--- config.mk ---
export PLATFORM = sky130hd
export DESIGN_NAME = goertzel_tone_power
export DESIGN_NICKNAME = d
export VERILOG_FILES = /design/src/rtl/core/gtp_pkg.sv /design/src/rtl/core/gtp_cfg_regs.sv /design/src/rtl/core/gtp_mul.sv /design/src/rtl/core/goertzel_tone_power.sv
export SDC_FILE = /design/constraint.sdc
export NUM_CORES = 1
export LEC_CHECK = 0
export BUFFER_PORTS_ARGS = -buffer_cell sky130_fd_sc_hd__buf_2
export CORE_MARGIN = 2
export CORE_UTILIZATION = 36
export CTS_BUF_LIST = sky130_fd_sc_hd__clkbuf_2 sky130_fd_sc_hd__clkbuf_4 sky130_fd_sc_hd__clkbuf_8
export DETAILED_ROUTE_END_ITERATION = 10
export PLACE_DENSITY = 0.51
export SETUP_SLACK_MARGIN = 0.3
export SYNTH_ARGS = -nofsm -noshare
export SYNTH_HDL_FRONTEND = slang
export SYNTH_SLANG_ARGS = --single-unit
--- constraint.sdc ---
create_clock -name clk -period 16.4 [get_ports clk]
set_input_delay 2.46 -clock clk [delete_from_list [all_inputs] [get_ports clk]]
set_output_delay 2.46 -clock clk [all_outputs]
set_load 0.01 [all_outputs]
--- src/rtl/core/gtp_pkg.sv ---
// Shared types and constants for the Goertzel tone power block.
package gtp_pkg;

  localparam int SAMPLE_W  = 16;
  localparam int COEF_W    = 16;
  localparam int BLEN_W    = 12;
  localparam int POWER_W   = 32;
  localparam int MOPB_W    = 18;   // wide multiplier operand: (q*c)>>>14
  localparam int PROD_W    = 32;   // low product bits kept; power math wraps at 32
  localparam int FRAC_BITS = 14;
  localparam int PWR_DOWN  = 15;
  localparam int PWR_UP    = 8;

  localparam logic [COEF_W-1:0] COEF_RESET = '0;
  localparam logic [BLEN_W-1:0] BLEN_RESET = 12'd206;

  // register word index (paddr[2])
  localparam logic REG_COEF = 1'b0;
  localparam logic REG_BLEN = 1'b1;

  typedef struct packed {
    logic signed [COEF_W-1:0] coefficient;
    logic        [BLEN_W-1:0] block_length;
  } gtp_cfg_t;

endpackage

--- src/rtl/core/gtp_cfg_regs.sv ---
// APB register file holding the coefficient and the block length.
module gtp_cfg_regs (
  input  logic                clk,
  input  logic                rst,
  input  logic                psel,
  input  logic                penable,
  input  logic                pwrite,
  input  logic [2:0]          paddr,
  input  logic [31:0]         pwdata,
  output logic [31:0]         prdata,
  output logic                pready,
  output gtp_pkg::gtp_cfg_t   cfg
);
  import gtp_pkg::*;

  logic wr_en;

  assign pready = 1'b1;
  assign wr_en  = psel & penable & pwrite & pready;

  always_ff @(posedge clk) begin
    if (rst) begin
      cfg.coefficient  <= COEF_RESET;
      cfg.block_length <= BLEN_RESET;
    end else if (wr_en) begin
      unique case (paddr[2])
        REG_COEF: cfg.coefficient  <= pwdata[COEF_W-1:0];
        REG_BLEN: cfg.block_length <= pwdata[BLEN_W-1:0];
        default: ;
      endcase
    end
  end

  always_comb begin
    unique case (paddr[2])
      REG_COEF: prdata = {{(32-COEF_W){cfg.coefficient[COEF_W-1]}}, cfg.coefficient};
      REG_BLEN: prdata = {{(32-BLEN_W){1'b0}}, cfg.block_length};
      default:  prdata = '0;
    endcase
  end

endmodule

--- src/rtl/core/gtp_mul.sv ---
// Shared signed multiplier with a registered product (low 32 bits).
module gtp_mul (
  input  logic                                   clk,
  input  logic signed [gtp_pkg::SAMPLE_W-1:0]    op_a,
  input  logic signed [gtp_pkg::MOPB_W-1:0]      op_b,
  output logic        [gtp_pkg::PROD_W-1:0]      prod
);
  import gtp_pkg::*;

  logic signed [SAMPLE_W+MOPB_W-1:0] full;

  assign full = op_a * op_b;

  always_ff @(posedge clk) begin
    prod <= full[PROD_W-1:0];
  end

endmodule

--- src/rtl/core/goertzel_tone_power.sv ---
// Goertzel tone power detector: sequencer and datapath around one shared multiplier.
//
// Usage:
//   Samples enter on s_axis (tdata = sample_in, signed 16 bit). Each sample
//   runs s = x + ((coef*s1)>>>14) - s2 on the shared multiplier.
//   A sample goes through accept, multiply and state update; s_axis_tready
//   is low from an accept until the sequencer is back in idle.
//   On the sample that brings the count to block_length the sequencer runs
//   the power formula on the same multiplier. tone_power is then presented
//   on m_axis, and the recursion state and counter are cleared at that point.
//   The output register holds one result; if the receiver stalls, the block
//   still takes samples until the next result is due, then waits for the
//   pending one to be taken.
//   The shared multiplier gives one product a cycle.
//   Registers (APB): coefficient at 0x0, block_length at 0x4; write them
//   only while idle.
//   Reset clears state, counter and output valid; coefficient resets to 0
//   and block_length to 206.
module goertzel_tone_power (
  input  logic        clk,
  input  logic        rst,
  // APB configuration
  input  logic        psel,
  input  logic        penable,
  input  logic        pwrite,
  input  logic [2:0]  paddr,
  input  logic [31:0] pwdata,
  output logic [31:0] prdata,
  output logic        pready,
  // sample input
  input  logic        s_axis_tvalid,
  output logic        s_axis_tready,
  input  logic [15:0] s_axis_tdata,   // [15:0] sample_in
  // power output
  output logic        m_axis_tvalid,
  input  logic        m_axis_tready,
  output logic [31:0] m_axis_tdata    // [31:0] tone_power
);
  import gtp_pkg::*;

  typedef enum logic [3:0] {
    ST_IDLE, ST_MUL_S, ST_UPD,
    ST_PW_PP, ST_PW_QQ, ST_PW_QC, ST_PW_M, ST_PW_PM, ST_PW_SUB, ST_PW_OUT
  } state_t;

  state_t                     state;
  gtp_cfg_t                   cfg;
  logic signed [SAMPLE_W-1:0] x_in;
  logic signed [SAMPLE_W-1:0] prev_state;
  logic signed [SAMPLE_W-1:0] prev_prev_state;
  logic        [BLEN_W-1:0]   sample_count;
  logic        [BLEN_W-1:0]   count_next;
  logic signed [MOPB_W-1:0]   mreg;
  logic        [PROD_W-1:0]   acc;
  logic        [PROD_W-1:0]   prod;
  logic signed [SAMPLE_W-1:0] op_a;
  logic signed [MOPB_W-1:0]   op_b;
  logic        [SAMPLE_W-1:0] s_next;
  logic signed [POWER_W-1:0]  pw_shr;
  logic        [POWER_W-1:0]  pw_out;

  gtp_cfg_regs u_regs (
    .clk     (clk),
    .rst     (rst),
    .psel    (psel),
    .penable (penable),
    .pwrite  (pwrite),
    .paddr   (paddr),
    .pwdata  (pwdata),
    .prdata  (prdata),
    .pready  (pready),
    .cfg     (cfg)
  );

  gtp_mul u_mul (
    .clk  (clk),
    .op_a (op_a),
    .op_b (op_b),
    .prod (prod)
  );

  assign s_axis_tready = (state == ST_IDLE);
  assign count_next    = sample_count + 1'b1;
  // wraps at 16 bits; only the low bits of the shifted product matter
  assign s_next = x_in + prod[FRAC_BITS +: SAMPLE_W] - prev_prev_state;
  assign pw_shr = $signed(acc) >>> PWR_DOWN;
  assign pw_out = pw_shr << PWR_UP;

  always_comb begin
    op_a = '0;
    op_b = '0;
    case (state)
      ST_MUL_S: begin
        op_a = cfg.coefficient;
        op_b = MOPB_W'(prev_state);
      end
      ST_PW_PP: begin
        op_a = prev_state;
        op_b = MOPB_W'(prev_state);
      end
      ST_PW_QQ: begin
        op_a = prev_prev_state;
        op_b = MOPB_W'(prev_prev_state);
      end
      ST_PW_QC: begin
        op_a = prev_prev_state;
        op_b = MOPB_W'(cfg.coefficient);
      end
      ST_PW_PM: begin
        op_a = prev_state;
        op_b = mreg;
      end
      default: ;
    endcase
  end

  always_ff @(posedge clk) begin
    if (rst) begin
      state           <= ST_IDLE;
      prev_state      <= '0;
      prev_prev_state <= '0;
      sample_count    <= '0;
      m_axis_tvalid   <= 1'b0;
    end else begin
      // ST_PW_OUT drives valid itself
      if (m_axis_tvalid && m_axis_tready && state != ST_PW_OUT) m_axis_tvalid <= 1'b0;
      unique case (state)
        ST_IDLE: begin
          if (s_axis_tvalid) begin
            x_in  <= s_axis_tdata;
            state <= ST_MUL_S;
          end
        end
        ST_MUL_S: state <= ST_UPD;
        ST_UPD: begin
          prev_prev_state <= prev_state;
          prev_state      <= s_next;
          sample_count    <= count_next;
          state <= (count_next == cfg.block_length) ? ST_PW_PP : ST_IDLE;
        end
        ST_PW_PP: state <= ST_PW_QQ;
        ST_PW_QQ: begin
          acc   <= prod;                 // p*p
          state <= ST_PW_QC;
        end
        ST_PW_QC: begin
          acc   <= acc + prod;           // + q*q
          state <= ST_PW_M;
        end
        ST_PW_M: begin
          mreg  <= prod[FRAC_BITS +: MOPB_W];  // (q*c)>>>14
          state <= ST_PW_PM;
        end
        ST_PW_PM: state <= ST_PW_SUB;
        ST_PW_SUB: begin
          acc   <= acc - prod;           // - p*m
          state <= ST_PW_OUT;
        end
        ST_PW_OUT: begin
          if (!m_axis_tvalid || m_axis_tready) begin
            m_axis_tdata    <= pw_out;
            m_axis_tvalid   <= 1'b1;
            prev_state      <= '0;
            prev_prev_state <= '0;
            sample_count    <= '0;
            state           <= ST_IDLE;
          end
        end
        default: state <= ST_IDLE;
      endcase
    end
  end

`ifndef NO_ASSERTIONS
  a_busy_after_accept: assert property (@(posedge clk) disable iff (rst)
    (s_axis_tvalid && s_axis_tready) |=> !s_axis_tready)
    else $error("sample accepted while previous still in work");

  a_clear_on_emit: assert property (@(posedge clk) disable iff (rst)
    $rose(m_axis_tvalid) |-> (prev_state == '0 && prev_prev_state == '0 &&
                              sample_count == '0))
    else $error("state not cleared when power emitted");

  a_hold_on_stall: assert property (@(posedge clk) disable iff (rst)
    (state == ST_PW_OUT && m_axis_tvalid && !m_axis_tready) |=> state == ST_PW_OUT)
    else $error("pending result overwritten");
`endif

endmodule
==> impl_metrics.xml <==
<?xml version="1.0" encoding="UTF-8"?>
<metrics>
  <group name="sta">
    <metric name="timing.final.hold_violations" unit="">0</metric>
    <metric name="maxClockFrequency" unit="MHz">112</metric>
    <metric name="timing.clock.skew" unit="ps">26.7</metric>
    <metric name="post-route-period-util" unit="%">54.3</metric>
    <metric name="period_minus_slack" unit="ps">8910</metric>
    <metric name="max_slew_headroom" unit="%">23.9</metric>
    <metric name="setup_viol_count_final" unit="">0</metric>
    <metric name="timing_max_transition_violations_final" unit="">0</metric>
    <metric name="setup_total_negative_slack" unit="ps">0</metric>
    <metric name="grt_setup_unrepaired" unit="">no</metric>
    <metric name="worst_hold_margin" unit="ps">487</metric>
    <metric name="postLayoutSetupSlackWorst" unit="ps">7490</metric>
    <metric name="actual_slew_at_the_worst_max_slew_pin" unit="ps">1140</metric>
  </group>
  <group name="route">
    <metric name="dr_wl_met2" unit="um">27700</metric>
    <metric name="routedWlPerCell" unit="um">18.7</metric>
    <metric name="firstDrtPassIters" unit="">6</metric>
    <metric name="drtAntennaViolNets" unit="">0</metric>
    <metric name="routed_met1_length" unit="um">27900</metric>
    <metric name="wl_met3" unit="um">3240</metric>
    <metric name="via_per_inst" unit="">5.07</metric>
    <metric name="dr_total_vias" unit="">16317</metric>
    <metric name="drcViolationCount" unit="">0</metric>
    <metric name="route.final.wire_length" unit="um">60100</metric>
    <metric name="first_iter_violations" unit="">1084</metric>
    <metric name="routed.top_layer" unit="">met4</metric>
  </group>
  <group name="cts">
    <metric name="cts_buffer_depth" unit="">2</metric>
    <metric name="cts_post_setup_buffers_inserted" unit="">0</metric>
    <metric name="cts_sinks" unit="">192</metric>
    <metric name="ctsHoldBuffers" unit="">0</metric>
    <metric name="clk_pin_slew_worst_paths" unit="ps">130</metric>
    <metric name="insertion_delay" unit="ps">580</metric>
    <metric name="post_cts_resize_count" unit="">0</metric>
    <metric name="cts_made_buffers" unit="">17</metric>
    <metric name="cts_max_level" unit="">4</metric>
    <metric name="tritoncts_clock_tree" unit="">done</metric>
    <metric name="root_buffer" unit="">sky130_fd_sc_hd__clkbuf_8</metric>
  </group>
  <group name="global_route">
    <metric name="grt_pass1_vias" unit="">16952</metric>
    <metric name="grt.overflow.total" unit="">0</metric>
    <metric name="grt_antenna_before_repair" unit="">2</metric>
    <metric name="grt_first_pass_wirelength" unit="um">96700</metric>
    <metric name="grt_usage" unit="%">20.7</metric>
    <metric name="maximum_number_of_pins_on_one_net_before_global_route_repair" unit="">83</metric>
  </group>
  <group name="min_path">
    <metric name="worstHoldStart" unit="">acc[23]</metric>
    <metric name="hold_class" unit="">flop to flop</metric>
    <metric name="worstHoldPathCells" unit="">0</metric>
    <metric name="hold_end" unit="">m_axis_tdata[16]</metric>
  </group>
  <group name="power">
    <metric name="vdd_drop_max" unit="V">0.0000601</metric>
    <metric name="total_power" unit="uW">1080</metric>
    <metric name="power.static_leakage" unit="uW">0.0105</metric>
    <metric name="power_density" unit="nW/um^2">47.0</metric>
  </group>
  <group name="setup_path">
    <metric name="critPathSlowestCell" unit="">sky130_fd_sc_hd__nor3_1</metric>
    <metric name="path_common_cell" unit="">sky130_fd_sc_hd__inv_1</metric>
    <metric name="critical_path_required" unit="ps">16940</metric>
    <metric name="setup.reg_to_reg.worst_slack" unit="ps">7490</metric>
    <metric name="critical_path_s_top_delay_family" unit="">adder cells</metric>
    <metric name="rr_startpoint" unit="">state[0]</metric>
    <metric name="rr_worst_depth" unit="">28</metric>
    <metric name="setup.worst_path.end_class" unit="">flop</metric>
    <metric name="worst_r2r_endpoint" unit="">u_mul.prod[30]</metric>
    <metric name="critical_path_arrival" unit="ps">9450</metric>
    <metric name="critical_path_cell_count" unit="">28</metric>
    <metric name="setup.worst_path.class" unit="">flop to flop</metric>
    <metric name="worstPathBufferInverterCount" unit="">7</metric>
    <metric name="critical-path-max-stage-delay" unit="ps">820</metric>
    <metric name="maximum_fanout_along_the_worst_path" unit="">16</metric>
    <metric name="critPathLaunchType" unit="">flop</metric>
  </group>
  <group name="synthesis">
    <metric name="number_of_enable_flip_flop_cells_after_synthesis" unit="">83</metric>
    <metric name="synth-main-ff-cell" unit="">sky130_fd_sc_hd__dfxtp_1</metric>
    <metric name="syn-mean-instance-area" unit="sq um">8.90</metric>
    <metric name="ys_async_sr_fraction" unit="%">0</metric>
    <metric name="synth_cell_area" unit="sq um">21300</metric>
    <metric name="netlist_instances" unit="">2388</metric>
    <metric name="synthDistinctLibCells" unit="">68</metric>
    <metric name="synth.yosys.seq_area_share" unit="%">22.0</metric>
    <metric name="yosys_warnings" unit="">0</metric>
    <metric name="synthesized_flop_and_latch_total" unit="">192</metric>
  </group>
  <group name="placed_design">
    <metric name="placement.setup.worst_slack" unit="ps">7520</metric>
    <metric name="gpl.final_weighted_congestion" unit="">0.878</metric>
    <metric name="hpwlAfterDp" unit="um">47300</metric>
    <metric name="placement.io_buffers" unit="">97</metric>
  </group>
  <group name="run">
    <metric name="cap_violations" unit="">0</metric>
  </group>
  <group name="floorplanning">
    <metric name="boundaryPins" unit="">125</metric>
    <metric name="standard_cell_row_count" unit="">89</metric>
    <metric name="design.die.area" unit="sq um">61000</metric>
    <metric name="initial_utilization" unit="%">36.2</metric>
    <metric name="floorplan.die.width" unit="um">247</metric>
    <metric name="dieHeight" unit="um">247</metric>
    <metric name="core_area" unit="sq um">58700</metric>
  </group>
  <group name="final_layout">
    <metric name="n_fill_cell" unit="">5897</metric>
    <metric name="nets" unit="">2913</metric>
    <metric name="areaGrowthSynthToFinish" unit="%">7.71</metric>
    <metric name="final_layout_size_suffix_gt1_share" unit="%">8.43</metric>
  </group>
  <group name="run_status">
    <metric name="status" unit="">finished, final reports clean</metric>
  </group>
</metrics>
## report_power, final
part           switching (uW)  total, uW  internal, uW
Clock                     209        339           130
Combinational             133        216          83.5
Sequential               14.4        521           506
## flip-flops by register name, indices dropped and copies added, names as in the netlist
register         cells
acc                 32
u_mul.prod          32
u_regs.cfg          28
mreg                18
m_axis_tdata        17
prev_prev_state     16
prev_state          16
x_in                16
sample_count        12
state                4
m_axis_tvalid        1
## logic make-up (layout without fill, tap and decap cells)
group / count (synthesis) / count (layout) / synth area share [%]
multiplexers: 32 / 32 / 1.64
AO/OA/AOI/OAI: 375 / 375 / 11.5
buffers and inverters: 526 / 575 / 9.86
AND/OR/NAND/NOR: 710 / 710 / 14.5
other: 2 / 10 / 0.0353
adder cells (fa/ha/maj): 424 / 424 / 35.3
XOR/XNOR: 127 / 127 / 5.23
flip-flops: 192 / 192 / 22.0
## worst max path at each step
stage,to,startpoint
floorplan,u_mul.prod[30],state[1]
global placement,u_mul.prod[30],state[0]
detailed placement,u_mul.prod[30],state[0]
CTS,u_mul.prod[30],state[0]
global route,u_mul.prod[30],state[0]
finish,u_mul.prod[30],state[0]
## per-layer routing
| metal | up-vias | track usage, % |
|---|---|---|
| li1 | 7695 | - |
| met1 | 8137 | 29.2 |
| met2 | 422 | 32.9 |
| met3 | 63 | 3.29 |
| met4 | 0 | 5.86 |
| met5 | - | 0 |
## cell usage after synthesis (all sizes together) (12+ instances only)
cell type,n,area [sq um]
nand2,267,1000
o21ai,59,295
and3,14,87.6
inv,408,1530
nand2b,19,119
o21a,14,105
and2,13,81.3
dfxtp,109,2180
nand3,20,100
a31oi,16,100
mux2,13,146
a21o,50,375
a21oi,110,551
nor2,268,1010
o31ai,12,90.1
or2,15,93.8
a211oi,22,165
clkbuf,79,297
xnor2,83,727
ha,132,1650
buf,39,269
nor3,32,160
nor2b,21,131
mux2i,18,180
edfxtp,83,2490
fa,292,5850
a22oi,43,323
xor2,44,385
## area by class of cell
| type | count | area [sq um] | share of cell area (%) |
|---|---|---|---|
| Antenna cell | 1 | 2.50 | 0.0109 |
| Clock buffer | 18 | 239 | 1.04 |
| Clock inverter | 14 | 170 | 0.743 |
| Inverter | 408 | 1530 | 6.69 |
| Multi-Input combinational cell | 1677 | 14500 | 63.5 |
| Sequential cell | 192 | 4670 | 20.4 |
| Tap cell | 773 | 967 | 4.22 |
| Timing Repair Buffer | 135 | 771 | 3.37 |
## stage by stage
stage	instance area [sq um]	std cells	util, %
3_5_place_dp	22500	3185	38.3
5_1_grt	22900	3218	39.0
6_report	22900	3218	39.0
4_1_cts	22900	3217	39.0
2_1_floorplan	21300	2395	-
3_3_place_gp	22500	3185	38.3
## placed cells by master (no fill, tap or decap), types with 15 or more instances in the layout
| cell type | netlist | final |
|---|---|---|
| sky130_fd_sc_hd__a211oi_1 | 22 | 22 |
| sky130_fd_sc_hd__a21o_1 | 50 | 50 |
| sky130_fd_sc_hd__a21oi_1 | 110 | 110 |
| sky130_fd_sc_hd__a22oi_1 | 43 | 43 |
| sky130_fd_sc_hd__a31oi_1 | 16 | 16 |
| sky130_fd_sc_hd__buf_2 | 2 | 97 |
| sky130_fd_sc_hd__buf_4 | 32 | 38 |
| sky130_fd_sc_hd__clkbuf_8 | 0 | 17 |
| sky130_fd_sc_hd__dfxtp_1 | 109 | 109 |
| sky130_fd_sc_hd__edfxtp_1 | 83 | 83 |
| sky130_fd_sc_hd__fa_1 | 292 | 292 |
| sky130_fd_sc_hd__ha_1 | 132 | 132 |
| sky130_fd_sc_hd__inv_1 | 408 | 408 |
| sky130_fd_sc_hd__mux2i_1 | 18 | 18 |
| sky130_fd_sc_hd__nand2_1 | 267 | 267 |
| sky130_fd_sc_hd__nand2b_1 | 19 | 19 |
| sky130_fd_sc_hd__nand3_1 | 20 | 20 |
| sky130_fd_sc_hd__nor2_1 | 268 | 267 |
| sky130_fd_sc_hd__nor2b_1 | 21 | 21 |
| sky130_fd_sc_hd__nor3_1 | 32 | 32 |
| sky130_fd_sc_hd__o21ai_0 | 59 | 58 |
| sky130_fd_sc_hd__or2_2 | 15 | 15 |
| sky130_fd_sc_hd__xnor2_1 | 83 | 83 |
| sky130_fd_sc_hd__xor2_1 | 44 | 44 |
(Power assumes the default switching activity.)
